===== src/rtl/core/abod_pkg.sv =====
// Shared types, constants and arithmetic helpers for the beat onset detector.
package abod_pkg;

  localparam int unsigned LevelW = 17;
  localparam int unsigned SampleW = 8;

  localparam logic [LevelW-1:0] SumMax = 17'h1FFFF;
  localparam logic [LevelW-1:0] MinLevelReset = 17'd9216;

  // Input word: one stereo sample pair.
  typedef struct packed {
    logic [SampleW-1:0] left_sample;
    logic [SampleW-1:0] right_sample;
    logic               frame_end;
  } abod_in_t;

  // Result word: one per frame.
  typedef struct packed {
    logic              beat;
    logic [LevelW-1:0] level;
  } abod_out_t;

  // Per-cycle control from the top level to the state blocks.
  typedef struct packed {
    logic step;       // the held word advances this cycle
    logic frame_end;  // the held word closes a frame
  } abod_ctl_t;

  // Magnitude of a two's complement byte; 0x80 yields 128 in 8 bits.
  function automatic logic [SampleW-1:0] byte_mag(input logic [SampleW-1:0] b);
    logic [SampleW-1:0] neg;
    neg = ~b + 8'd1;
    return b[SampleW-1] ? neg : b;
  endfunction

endpackage


===== src/rtl/core/abod_accum.sv =====
// Per-channel saturating magnitude accumulators and the frame level.
module abod_accum import abod_pkg::*; (
  input  logic              clk,
  input  logic              rst_n,
  input  abod_ctl_t         ctl,
  input  abod_in_t          word,
  output logic [LevelW-1:0] level
);

  logic [LevelW-1:0] left_sum_r, left_sum_nxt;
  logic [LevelW-1:0] right_sum_r, right_sum_nxt;
  logic [LevelW:0]   left_add, right_add;
  logic [LevelW-1:0] left_tot, right_tot;

  // Add magnitudes with saturation
  always_comb begin
    left_add  = {1'b0, left_sum_r} + {{(LevelW+1-SampleW){1'b0}}, byte_mag(word.left_sample)};
    right_add = {1'b0, right_sum_r} + {{(LevelW+1-SampleW){1'b0}}, byte_mag(word.right_sample)};
    left_tot  = (left_add > {1'b0, SumMax}) ? SumMax : left_add[LevelW-1:0];
    right_tot = (right_add > {1'b0, SumMax}) ? SumMax : right_add[LevelW-1:0];
  end

  // Frame level is the larger sum, this word included
  assign level = (left_tot > right_tot) ? left_tot : right_tot;

  // Advance sums; clear them when the frame closes
  always_comb begin
    left_sum_nxt  = left_sum_r;
    right_sum_nxt = right_sum_r;
    if (ctl.step) begin
      if (ctl.frame_end) begin
        left_sum_nxt  = '0;
        right_sum_nxt = '0;
      end else begin
        left_sum_nxt  = left_tot;
        right_sum_nxt = right_tot;
      end
    end
  end

  always_ff @(posedge clk) begin
    if (!rst_n) begin
      left_sum_r  <= '0;
      right_sum_r <= '0;
    end else begin
      left_sum_r  <= left_sum_nxt;
      right_sum_r <= right_sum_nxt;
    end
  end

endmodule


===== src/rtl/core/abod_peak.sv =====
// Smoothed peak, decaying peak hold and last beat level; beat decision.
module abod_peak import abod_pkg::*; (
  input  logic              clk,
  input  logic              rst_n,
  input  abod_ctl_t         ctl,
  input  logic [LevelW-1:0] level,
  input  logic [LevelW-1:0] min_level,
  output logic              beat
);

  logic [LevelW-1:0] smoothed_r, smoothed_nxt;
  logic [LevelW-1:0] hold_r, hold_nxt;
  logic [LevelW-1:0] last_beat_r, last_beat_nxt;

  logic [23:0]       blend;
  logic [LevelW-1:0] smoothed_mid;
  logic [22:0]       scaled;
  logic [LevelW:0]   thresh;
  logic [LevelW:0]   avg_sum;
  logic [20:0]       decay;

  // Blend smoothed peak toward hold: (sp*125 + ph*3) / 128
  always_comb begin
    blend = ({7'd0, smoothed_r} << 7) - ({7'd0, smoothed_r} << 1) - {7'd0, smoothed_r}
          + ({7'd0, hold_r} << 1) + {7'd0, hold_r};
    smoothed_mid = blend[23:7];
    // Threshold sp*34/32, kept at full width
    scaled = ({6'd0, smoothed_mid} << 5) + ({6'd0, smoothed_mid} << 1);
    thresh = scaled[22:5];
    avg_sum = {1'b0, level} + {1'b0, last_beat_r};
    decay = ({4'd0, hold_r} << 4) - ({4'd0, hold_r} << 1);
  end

  assign beat = ({1'b0, level} >= thresh) && (level > min_level);

  // Update peak state on frame close
  always_comb begin
    smoothed_nxt  = smoothed_r;
    hold_nxt      = hold_r;
    last_beat_nxt = last_beat_r;
    if (ctl.step && ctl.frame_end) begin
      smoothed_nxt = smoothed_mid;
      if (beat) begin
        smoothed_nxt  = avg_sum[LevelW:1];
        last_beat_nxt = level;
      end else if (level > hold_r) begin
        hold_nxt = level;
      end else begin
        hold_nxt = decay[20:4];
      end
    end
  end

  always_ff @(posedge clk) begin
    if (!rst_n) begin
      smoothed_r  <= '0;
      hold_r      <= '0;
      last_beat_r <= '0;
    end else begin
      smoothed_r  <= smoothed_nxt;
      hold_r      <= hold_nxt;
      last_beat_r <= last_beat_nxt;
    end
  end

endmodule


===== src/rtl/core/audio_beat_onset_detector.sv =====
// Top level of the beat onset detector: handshake, input and result registers.
//
//   channel | direction | handshake          | payload
//   in      | input     | in_valid/in_stall   | in_data (abod_in_t)
//   out     | output    | out_valid/out_stall | out_data (abod_out_t)
//   cfg     | input     | cfg_wr_en           | cfg_wr_data (min_level)
//
// One word per cycle is accepted while in_stall is low and is held in the input
// register; the sums and, for a frame-closing word, the result register load
// from it when the word advances, so a frame result passes through the input
// register and then the result register, which loads with out_valid.
// Reset (synchronous, rst_n low) clears all sums and peak state and sets
// min_level to 9216. A stalled result blocks only a frame-closing word;
// other words keep advancing into the sums.
module audio_beat_onset_detector import abod_pkg::*; (
  input  logic              clk,
  input  logic              rst_n,
  input  logic              in_valid,
  output logic              in_stall,
  input  abod_in_t          in_data,
  output logic              out_valid,
  input  logic              out_stall,
  output abod_out_t         out_data,
  input  logic              cfg_wr_en,
  input  logic [LevelW-1:0] cfg_wr_data
);

  abod_in_t          word_r;
  logic              word_valid_r, word_valid_nxt;
  abod_out_t         out_r;
  logic              out_valid_r, out_valid_nxt;
  logic [LevelW-1:0] min_level_r;
  logic              in_fire;
  logic              adv;
  abod_ctl_t         ctl;
  logic [LevelW-1:0] level;
  logic              beat;

  // Advance the held word unless it closes a frame and the result slot is blocked
  assign adv = word_valid_r && (!word_r.frame_end || !out_valid_r || !out_stall);
  assign in_stall = word_valid_r && !adv;
  assign in_fire = in_valid && !in_stall;
  assign ctl = '{step: adv, frame_end: word_r.frame_end};

  abod_accum u_accum (
    .clk   (clk),
    .rst_n (rst_n),
    .ctl   (ctl),
    .word  (word_r),
    .level (level)
  );

  abod_peak u_peak (
    .clk       (clk),
    .rst_n     (rst_n),
    .ctl       (ctl),
    .level     (level),
    .min_level (min_level_r),
    .beat      (beat)
  );

  // Hold valid flags
  always_comb begin
    word_valid_nxt = in_fire ? 1'b1 : (adv ? 1'b0 : word_valid_r);
    out_valid_nxt  = (adv && word_r.frame_end) ? 1'b1 : (out_stall ? out_valid_r : 1'b0);
  end

  always_ff @(posedge clk) begin
    if (!rst_n) begin
      word_valid_r <= 1'b0;
      out_valid_r  <= 1'b0;
      min_level_r  <= MinLevelReset;
    end else begin
      word_valid_r <= word_valid_nxt;
      out_valid_r  <= out_valid_nxt;
      if (cfg_wr_en) begin
        min_level_r <= cfg_wr_data;
      end
    end
  end

  // Capture payloads
  always_ff @(posedge clk) begin
    if (in_fire) begin
      word_r <= in_data;
    end
    if (adv && word_r.frame_end) begin
      out_r <= '{beat: beat, level: level};
    end
  end

  assign out_valid = out_valid_r;
  assign out_data  = out_r;

  // A stall is raised only while a word is held
  a_stall_needs_word: assert property (@(posedge clk) disable iff (!rst_n)
    in_stall |-> word_valid_r)
    else $error("input stalled with no word held");

  // A frame result never overwrites one still waiting
  a_no_overwrite: assert property (@(posedge clk) disable iff (!rst_n)
    (out_valid_r && out_stall) |=> (out_valid_r && $stable(out_r)))
    else $error("pending result lost");

  // A result appears only from a frame-closing word
  a_result_source: assert property (@(posedge clk) disable iff (!rst_n)
    (!out_valid_r && !(adv && word_r.frame_end)) |=> !out_valid_r)
    else $error("result without frame close");

endmodule

===== config.mk =====
export PLATFORM = sky130hd
export DESIGN_NAME = audio_beat_onset_detector
export DESIGN_NICKNAME = d
export VERILOG_FILES = /design/src/rtl/core/abod_pkg.sv /design/src/rtl/core/abod_accum.sv /design/src/rtl/core/abod_peak.sv /design/src/rtl/core/audio_beat_onset_detector.sv
export SDC_FILE = /design/constraint.sdc
export NUM_CORES = 1
export LEC_CHECK = 0
export BUFFER_PORTS_ARGS = -buffer_cell sky130_fd_sc_hd__buf_2
export CORE_ASPECT_RATIO = 0.9
export CORE_MARGIN = 2
export CORE_UTILIZATION = 55
export DETAILED_ROUTE_END_ITERATION = 8
export PLACE_DENSITY = 0.73
export SETUP_SLACK_MARGIN = 0.4
export SYNTH_ARGS = -nofsm -noshare
export SYNTH_HDL_FRONTEND = slang
export SYNTH_SLANG_ARGS = --single-unit

===== constraint.sdc =====
create_clock -name clk -period 10.35 [get_ports clk]
set_input_delay 1.035 -clock clk [delete_from_list [all_inputs] [get_ports clk]]
set_output_delay 1.035 -clock clk [all_outputs]
set_load 0.1 [all_outputs]

==> run_results.csv, run 1 <==
group,metric,value,unit
global_routing,grt_pass1_wl,53.3,mm
final_layout,multi_input_area,0.00864,mm2
synthesis,syn-num-nets,1656,
critical_path,arrival,9570,ps
detailed_routing,vias,10706,
clock_network,cts_inserted_buffers,17,
global_routing,busiest_layer,"met2",
clock_network,clock_latency,430,ps
final_layout,final_net_count,1709,
detailed_routing,vias_per_cell,6.04,
synthesis,netlist_instances,1409,
final_layout,final_layout_size_suffix_gt1_frac,0.0969,
sta,max_freq,108,MHz
critical_path,required,10690,ps
critical_path,timing.critical_path.mode_cell,"a21o_1",
synthesis,synth.top_cells.by_area,"dfxtp_1, ha_1, edfxtp_1",
detailed_routing,finalWirelength,33.1,mm
detailed_routing,ant_nets,0,
synthesis,synth_top_area_frac,0.168,
global_routing,use_met3,0.0449,
placed_design,placed_cells,1740,
critical_path,crit_path_end_kind,"flip-flop",
floorplan,die_w,162,um
critical_path,cp_slowest_stage_delay,780,ps
job,drv_cap,0,
global_routing,grt_pass1_vias,10211,
synthesis,synth_seq_area_share,0.253,
floorplan,rows,52,
global_routing,grt-ovfl-total,0,
placed_design,gp_congestion,0.911,
global_routing,grt_antenna_before_repair,0,
synthesis,syn_area,0.0124,mm2
sta,rsz0062_at_grt,"false",
synthesis,yosysTopAreaCell,"dfxtp_1",
clock_network,root_buffer,"clkbuf_16",
global_routing,gr-usage-all-layers,0.285,
floorplan,ios,59,
synthesis,async_flop_share,0,
placed_design,numPortBuffers,58,
clock_network,cts-htree-levels,4,
sta,maxSlewViolCount,0,
clock_network,cts-resized-gates,0,
detailed_routing,drc,0,
synthesis,ys_warn_count,0,
synthesis,ys_top_cells_by_count,"nor2_1, ha_1, dfxtp_1, a21oi_1, inv_1",
clock_network,cts-hold-fix-buffers,0,
placed_design,hpwl,25.2,mm
detailed_routing,drt_iter0_drc,889,
synthesis,ys_seq_elements,139,
sta,worstMarginPinSlew,1090,ps
sta,skew,11.2,ps
critical_path,critPathBufInv,4,
final_layout,nFillCells,1938,
synthesis,synth_flop_cell,"dfxtp_1",
sta,totalNegativeSetupSlack,0,ps
global_routing,met2_usage,0.426,
critical_path,critPathTopFamily,"compound AO/OA/AOI/OAI gates",
synthesis,synthMostInstantiatedCell,"nor2_1",
sta,max_slew_margin,0.273,
outcome,outcome,"finished, final reports clean",
critical_path,crit_type,"reg2reg",
clock_network,cts.sinks,139,
detailed_routing,drt_pass1_iterations,5,
synthesis,synth-edff-count,35,
floorplan,initial_core_util,0.555,
synthesis,yosysUniqueCellTypes,84,
sta,timing.final.crit_share,0.892,
clock_network,cts_tree,"done",
global_routing,grt_max_degree,78,
clock_network,path_clk_slew,60,ps
critical_path,worst-path-max-fanout,32,
critical_path,slowest_stage,"a21oi_4",
critical_path,cp-start-kind,"flip-flop",
floorplan,dieArea,0.0237,mm2
detailed_routing,wire_per_inst,18.7,um
final_layout,final_cells,1772,
final_layout,area_growth,9.71,%
sta,min_period,9230,ps
sta,setup_viol,0,
floorplan,die_h,146,um
final_layout,seqCellArea,0.00313,mm2
synthesis,syn_avg_cell_area,8.79,um2
floorplan,coreArea,0.0223,mm2
global_routing,met1_usage,0.423,
final_layout,diodes,0,
sta,hold_viol_final,0,
hold_path,hp-class,"reg2reg",
clock_network,cts_buffer_depth,2,
clock_network,post_cts_buffers,0,
==> layout by cell type, fill, tap and decap left out, drive strengths merged, types with 9 or more instances in the layout <==
cell / instances
xnor2: 52
and3: 13
a22oi: 21
a31oi: 11
or3: 11
fa: 46
mux2i: 49
o21bai: 13
ha: 162
nor2: 175
inv: 105
o211ai: 17
a21o: 46
nor3: 33
clkbuf: 21
nand3: 26
a211oi: 27
nand2b: 17
o21a: 17
nand4: 24
nand2: 79
nor2b: 9
xor2: 24
a21oi: 104
buf: 77
o21ai: 57
dfxtp: 104
edfxtp: 35
==> worst reg2reg max path: cells and delay by family, from the launching register on <==
kind | cells | cell delay, ps
AO/OA/AOI/OAI | 17 | 4690
AND/OR/NAND/NOR | 9 | 1980
buffers and inverters | 4 | 930
adder cells (fa/ha/maj) | 3 | 880
flip-flops | 1 | 420
multiplexers | 1 | 230
==> area by class of cell <==
| class | instances | area share |
|---|---|---|
| clock inverters | 11 | 0.0125 |
| well taps | 297 | 0.0274 |
| multi-input cells | 1122 | 0.636 |
| inverters | 105 | 0.0293 |
| flip-flops and latches | 139 | 0.231 |
| repair buffers | 77 | 0.0319 |
| clock buffers | 21 | 0.0324 |
==> cells by family (layout without fill, tap and decap cells) <==
logic type | count (synthesis) | in the layout | share of synthesized area
buffers and inverters | 148 | 214 | 0.0493
AO/OA/AOI/OAI | 363 | 363 | 0.201
AND/OR/NAND/NOR | 421 | 421 | 0.161
XOR/XNOR | 76 | 76 | 0.0538
flip-flops | 139 | 139 | 0.253
adder cells (fa/ha/maj) | 212 | 212 | 0.241
multiplexers | 50 | 50 | 0.0405
==> state kept, by name, summed over array words and instances, names as in the netlist <==
| signal | flops |
|---|---|
| out_data | 18 |
| min_level_r | 17 |
| u_accum.left_sum_r | 17 |
| u_accum.right_sum_r | 17 |
| u_peak.hold_r | 17 |
| u_peak.last_beat_r | 17 |
| u_peak.smoothed_r | 17 |
| word_r | 16 |
| ctl | 1 |
| out_valid | 1 |
| word_valid_r | 1 |
==> metal layers <==
metal  up-vias  part of all wire
li1       5179                 -
met1      5035              0.48
met2       432              0.43
met3        60             0.073
met4         0             0.024
met5         -                 0
==> final timing paths <==
| kind | start | end | slack [ps] | cells after the start |
|---|---|---|---|---|
| worst min register to register | u_accum.right_sum_r[3]$_SDFFE_PN0P_ | u_accum.right_sum_r[3]$_SDFFE_PN0P_ | 480 | 2 |
| worst max-delay path | word_r[11]$_DFFE_PP_ | u_peak.hold_r[7]$_SDFFE_PN0P_ | 1120 | 34 |
| worst min-delay path | u_accum.right_sum_r[3]$_SDFFE_PN0P_ | u_accum.right_sum_r[3]$_SDFFE_PN0P_ | 480 | 2 |
| worst max register to register | word_r[11]$_DFFE_PP_ | u_peak.hold_r[7]$_SDFFE_PN0P_ | 1120 | 34 |
==> metrics by stage <==
step,utilization,instance area [um2],setup slack [ps],hold WS [ps]
after floorplan,-,12400,2900,436
after global placement,0.581,13000,1580,451
after detailed placement,0.581,13000,1390,472
after CTS,0.609,13600,1360,482
after global routing,0.609,13600,471,509
final,0.609,13600,1120,484
Power of run 1 is left out: the tool's default activity adds up to more than one toggle a clock period on the data nets, which glitch-free logic cannot reach.
==> run 2: changes to the inputs <==
--- a/config.mk
+++ b/config.mk
@@ -5,6 +5,7 @@
 export SDC_FILE = /design/constraint.sdc
 export NUM_CORES = 1
 export LEC_CHECK = 0
+export ABC_AREA = 1
 export BUFFER_PORTS_ARGS = -buffer_cell sky130_fd_sc_hd__buf_2
 export CORE_ASPECT_RATIO = 0.9
 export CORE_MARGIN = 2
==> run_results.csv, run 2 <==
group,metric,value,unit
global_routing,grt_max_degree,48,
global_routing,met1_usage,0.422,
global_routing,grt_pass1_wl,56.0,mm
synthesis,synthMostInstantiatedCell,"nand2_1",
detailed_routing,ant_nets,0,
critical_path,critPathBufInv,4,
synthesis,netlist_instances,1702,
sta,max_slew_margin,0.235,
placed_design,numPortBuffers,58,
critical_path,arrival,8890,ps
detailed_routing,wire_per_inst,16.4,um
clock_network,cts-hold-fix-buffers,0,
sta,setup_viol,0,
global_routing,grt-ovfl-total,0,
sta,min_period,8520,ps
final_layout,final_net_count,2006,
synthesis,ys_seq_elements,139,
sta,maxSlewViolCount,0,
detailed_routing,drt_iter0_drc,941,
sta,timing.final.crit_share,0.824,
floorplan,coreArea,0.0224,mm2
synthesis,async_flop_share,0,
clock_network,clock_latency,430,ps
synthesis,synth_flop_cell,"dfxtp_1",
synthesis,syn_area,0.0125,mm2
critical_path,cp-start-kind,"flip-flop",
final_layout,layout_common_cells,"nand2_1, inv_1, a21oi_1, ha_1, nor2_1",
global_routing,gr-usage-all-layers,0.295,
detailed_routing,vias_per_cell,5.62,
sta,max_freq,117,MHz
critical_path,timing.rr.start,"u_peak.smoothed_r[6]$_SDFFE_PN0P_",
critical_path,reg2reg_to,"u_peak.smoothed_r[8]$_SDFFE_PN0P_",
critical_path,worst-path-max-fanout,15,
placed_design,placed_cells,2037,
global_routing,grt_pass1_vias,11080,
synthesis,yosysTopAreaCell,"dfxtp_1",
critical_path,critPathTopFamily,"compound AO/OA/AOI/OAI gates",
final_layout,seqCellArea,0.00313,mm2
final_layout,fin_area,0.0137,mm2
sta,hold_viol_final,0,
sta,totalNegativeSetupSlack,0,ps
hold_path,whs_path_depth,2,
clock_network,cts_tree,"done",
clock_network,cts_inserted_buffers,17,
critical_path,crit_path_end_kind,"flip-flop",
clock_network,cts_buffer_depth,2,
sta,hold_slack,465,ps
synthesis,syn_avg_cell_area,7.37,um2
global_routing,grt_antenna_before_repair,0,
critical_path,rrSetupSlack,1830,ps
critical_path,required,10720,ps
critical_path,r2r_cells,37,
clock_network,cts-htree-levels,4,
sta,rsz0062_at_grt,"false",
final_layout,multi_input_area,0.00841,mm2
synthesis,synth.top_cells.by_area,"dfxtp_1, ha_1, nand2_1",
global_routing,busiest_layer,"met2",
synthesis,synth_top_area_frac,0.166,
hold_path,min_from,"min_level_r[2]$_SDFFE_PN0P_",
final_layout,largest_reg_flops,18,
sta,worstMarginPinSlew,1150,ps
final_layout,area_growth,9.45,%
hold_path,hp-class,"reg2reg",
detailed_routing,vias,11625,
placed_design,postPlaceCellArea,0.0131,mm2
detailed_routing,finalWirelength,34.0,mm
floorplan,ios,59,
hold_path,hold_end,"min_level_r[2]$_SDFFE_PN0P_",
clock_network,root_buffer,"clkbuf_16",
synthesis,synth-edff-count,35,
floorplan,rows,52,
floorplan,initial_core_util,0.559,
global_routing,use_met3,0.0477,
critical_path,crit_type,"reg2reg",
global_routing,met2_usage,0.456,
synthesis,ys_top_cells_by_count,"nand2_1, inv_1, a21oi_1, ha_1, nor2_1",
clock_network,path_clk_slew,70,ps
final_layout,layout_commonest_cell,"nand2_1",
final_layout,final_cells,2069,
final_layout,diodes,0,
synthesis,synth_seq_area_share,0.250,
outcome,outcome,"finished, final reports clean",
sta,skew,7.89,ps
synthesis,ys_warn_count,0,
floorplan,die_h,147,um
detailed_routing,drc,0,
final_layout,final_layout_size_suffix_gt1_frac,0.0847,
clock_network,cts.sinks,139,
placed_design,gp_congestion,0.926,
critical_path,slowest_stage,"fa_1",
placed_design,hpwl,26.1,mm
synthesis,syn-num-nets,1949,
critical_path,cp_slowest_stage_delay,540,ps
detailed_routing,drt_pass1_iterations,8,
job,drv_cap,0,
final_layout,nFillCells,2041,
synthesis,yosysUniqueCellTypes,56,
floorplan,dieArea,0.0240,mm2
floorplan,die_w,163,um
clock_network,cts-resized-gates,0,
clock_network,post_cts_buffers,0,
[run 2: cell types whose count changed in the layout (fill, tap and decap cells not counted), sizes merged, moves of 17 or more]
cell	delta
nand2	+340
inv	+110
nand3	+80
a21oi	+66
mux2i	-49
nor2	-45
a21o	-39
xor2	+34
xnor2	-33
o21ai	+27
a211oi	-22
a22oi	-21
nand2b	-17
[run 2: worst max path at each step]
| stage | slack (ps) | end | cells after the start | startpoint |
|---|---|---|---|---|
| CTS | 1990 | u_peak.smoothed_r[8]$_SDFFE_PN0P_ | 37 | u_peak.smoothed_r[6]$_SDFFE_PN0P_ |
| detailed placement | 2040 | u_peak.smoothed_r[8]$_SDFFE_PN0P_ | 37 | u_peak.smoothed_r[6]$_SDFFE_PN0P_ |
| global placement | 2220 | u_peak.smoothed_r[14]$_SDFFE_PN0P_ | 37 | u_peak.smoothed_r[6]$_SDFFE_PN0P_ |
| floorplan | 3560 | u_peak.smoothed_r[12]$_SDFFE_PN0P_ | 38 | u_peak.smoothed_r[6]$_SDFFE_PN0P_ |
| global route | 1090 | u_peak.smoothed_r[8]$_SDFFE_PN0P_ | 37 | u_peak.smoothed_r[6]$_SDFFE_PN0P_ |
| finish | 1830 | u_peak.smoothed_r[8]$_SDFFE_PN0P_ | 37 | u_peak.smoothed_r[6]$_SDFFE_PN0P_ |
[run 2: cell families (layout without fill, tap and decap cells)]
kind of cell | after synthesis | in the layout | share of synthesized area
AND/OR/NAND/NOR | 724 | 724 | 0.248
buffers and inverters | 250 | 320 | 0.0795
XOR/XNOR | 77 | 77 | 0.0544
adder cells (fa/ha/maj) | 208 | 208 | 0.235
flip-flops | 139 | 139 | 0.250
AO/OA/AOI/OAI | 304 | 304 | 0.133
[run 2: area by class of cell]
type / count / share of cell area
Tap cell: 297 / 0.0271
Clock inverter: 15 / 0.0113
Sequential cell: 139 / 0.228
Clock buffer: 17 / 0.0310
Inverter: 211 / 0.0579
Timing Repair Buffer: 77 / 0.0315
Multi-Input combinational cell: 1313 / 0.613
[run 2: worst reg2reg max path, delay by kind of cell, from the launching register on]
family / cells / cell delay, ps
and+or+nand+nor: 9 / 2260
xor gates and xnor gates: 2 / 500
AOI/OAI and AO/OA: 16 / 2520
adders and majority gates: 6 / 2460
DFF: 1 / 380
buffers and inverters: 4 / 330
[run 2: layer usage]
| metal | part of all wire | vias up |
|---|---|---|
| li1 | - | 5786 |
| met1 | 0.48 | 5398 |
| met2 | 0.43 | 372 |
| met3 | 0.064 | 69 |
| met4 | 0.021 | 0 |
| met5 | 0 | - |
[run 2: metrics by stage]
stage	utilization	worst slack (ps)
floorplan	-	3560
global placement	0.586	2220
detailed placement	0.586	2040
CTS	0.612	1990
global route	0.612	1090
finish	0.612	1830
Power of run 2 is left out for the same reason.
==> run 3: changes to the inputs <==
==> constraint.sdc (replaced) <==
create_clock -name clk -period 8.6 [get_ports clk]
set_input_delay 0.86 -clock clk [delete_from_list [all_inputs] [get_ports clk]]
set_output_delay 0.86 -clock clk [all_outputs]
set_load 0.1 [all_outputs]
==> run_results.csv, run 3 (synthesis results as in run 2) <==
group,metric,value,unit
placed_design,hpwl,26.5,mm
sta,maxSlewViolCount,0,
global_routing,grt_antenna_before_repair,0,
sta,skew,10.8,ps
sta,setup_slack,792,ps
placed_design,place_ws,213,ps
global_routing,grt_pass1_vias,11056,
critical_path,arrival,8100,ps
clock_network,cts_buffer_depth,2,
sta,min_period,7810,ps
sta,totalNegativeSetupSlack,0,ps
sta,max_slew_margin,0.193,
floorplan,dieArea,0.0240,mm2
clock_network,root_buffer,"clkbuf_16",
clock_network,clock_latency,430,ps
critical_path,cp_slowest_stage_delay,580,ps
critical_path,required,8890,ps
sta,timing.final.crit_share,0.908,
floorplan,die_h,147,um
final_layout,layout_common_cells,"nand2_1, inv_1, a21oi_1, ha_1, nor2_1",
sta,rsz0062_at_grt,"false",
placed_design,numPortBuffers,58,
final_layout,multi_input_area,0.00848,mm2
critical_path,cp-start-kind,"flip-flop",
floorplan,coreArea,0.0224,mm2
detailed_routing,finalWirelength,34.9,mm
floorplan,initial_core_util,0.559,
sta,max_freq,128,MHz
final_layout,nFillCells,2051,
critical_path,slowest_stage,"fa_1",
sta,setup_viol,0,
clock_network,cts-htree-levels,4,
final_layout,final_net_count,2023,
global_routing,grt_pass1_wl,56.5,mm
outcome,outcome,"finished, final reports clean",
global_routing,grt-ovfl-total,0,
final_layout,area_growth,10.6,%
detailed_routing,vias,11710,
critical_path,critPathBufInv,5,
sta,hold_viol_final,0,
detailed_routing,drt_iter0_drc,957,
final_layout,final_layout_size_suffix_gt1_frac,0.0956,
sta,worstMarginPinSlew,1200,ps
job,drv_cap,0,
final_layout,largest_reg_flops,18,
clock_network,path_clk_slew,60,ps
floorplan,ios,59,
clock_network,cts_inserted_buffers,17,
detailed_routing,vias_per_cell,5.61,
detailed_routing,wire_per_inst,16.7,um
global_routing,gr-usage-all-layers,0.296,
critical_path,worst-path-max-fanout,13,
global_routing,grt_max_degree,52,
final_layout,seqCellArea,0.00313,mm2
floorplan,rows,52,
detailed_routing,ant_nets,0,
final_layout,diodes,0,
critical_path,crit_path_end_kind,"flip-flop",
clock_network,cts_tree,"done",
critical_path,crit_type,"reg2reg",
final_layout,layout_commonest_cell,"nand2_1",
placed_design,gp_congestion,0.949,
floorplan,die_w,163,um
detailed_routing,drc,0,
hold_path,hp-class,"reg2reg",
critical_path,critPathTopFamily,"adder cells",
detailed_routing,drt_pass1_iterations,6,
clock_network,cts.sinks,139,
[run 3: metrics by stage]
step                instances  instance area, um2  utilization  hold WS [ps]
CTS                      2080               13800        0.614           468
global placement         2047               13200        0.589           451
global route             2086               13900        0.618           482
floorplan                1702               12500            -           435
detailed placement       2047               13200        0.589           458
finish                   2086               13900        0.618           467
[run 3: layer usage]
metal  track usage  part of all wire  vias to the layer above
li1              -                 -                     5803
met1         0.425              0.47                     5436
met2         0.461              0.44                      398
met3        0.0539             0.068                       73
met4        0.0752             0.023                        0
met5             0                 0                        -
[run 3: cell type report]
| cell class | instances | area share |
|---|---|---|
| Timing Repair Buffer | 92 | 0.0396 |
| Sequential cell | 139 | 0.226 |
| Clock inverter | 11 | 0.00613 |
| Tap cell | 297 | 0.0268 |
| Clock buffer | 21 | 0.0332 |
| Multi-Input combinational cell | 1315 | 0.611 |
| Inverter | 211 | 0.0574 |
[run 3: final timing paths]
path                                        endpoint  slack (ps)  cells after the start                               from
setup / recovery  u_peak.last_beat_r[4]$_SDFFE_PN0P_         790                     37  u_peak.smoothed_r[9]$_SDFFE_PN0P_
setup reg to reg  u_peak.last_beat_r[4]$_SDFFE_PN0P_         790                     37  u_peak.smoothed_r[9]$_SDFFE_PN0P_
hold reg to reg         min_level_r[12]$_SDFFE_PN0P_         470                      2       min_level_r[12]$_SDFFE_PN0P_
hold / removal          min_level_r[12]$_SDFFE_PN0P_         470                      2       min_level_r[12]$_SDFFE_PN0P_
[run 3: worst min-delay path, cell delays in order (launching register included)]
cell and delay (ps):
dfxtp_1 300, inv_1 60, a21oi_1 60
[run 3: timing repair]
item | CTS | global route
setup endpoints to repair | 34 | 52
hold buffers | 0 | 0
gates resized for setup | 1 | 19
pin swaps | 1 | 3
cloned | 0 | 2
endpoints found under the hold margin | 0 | 0
buffers inserted | 1 | 4
Power of run 3 is left out for the same reason.
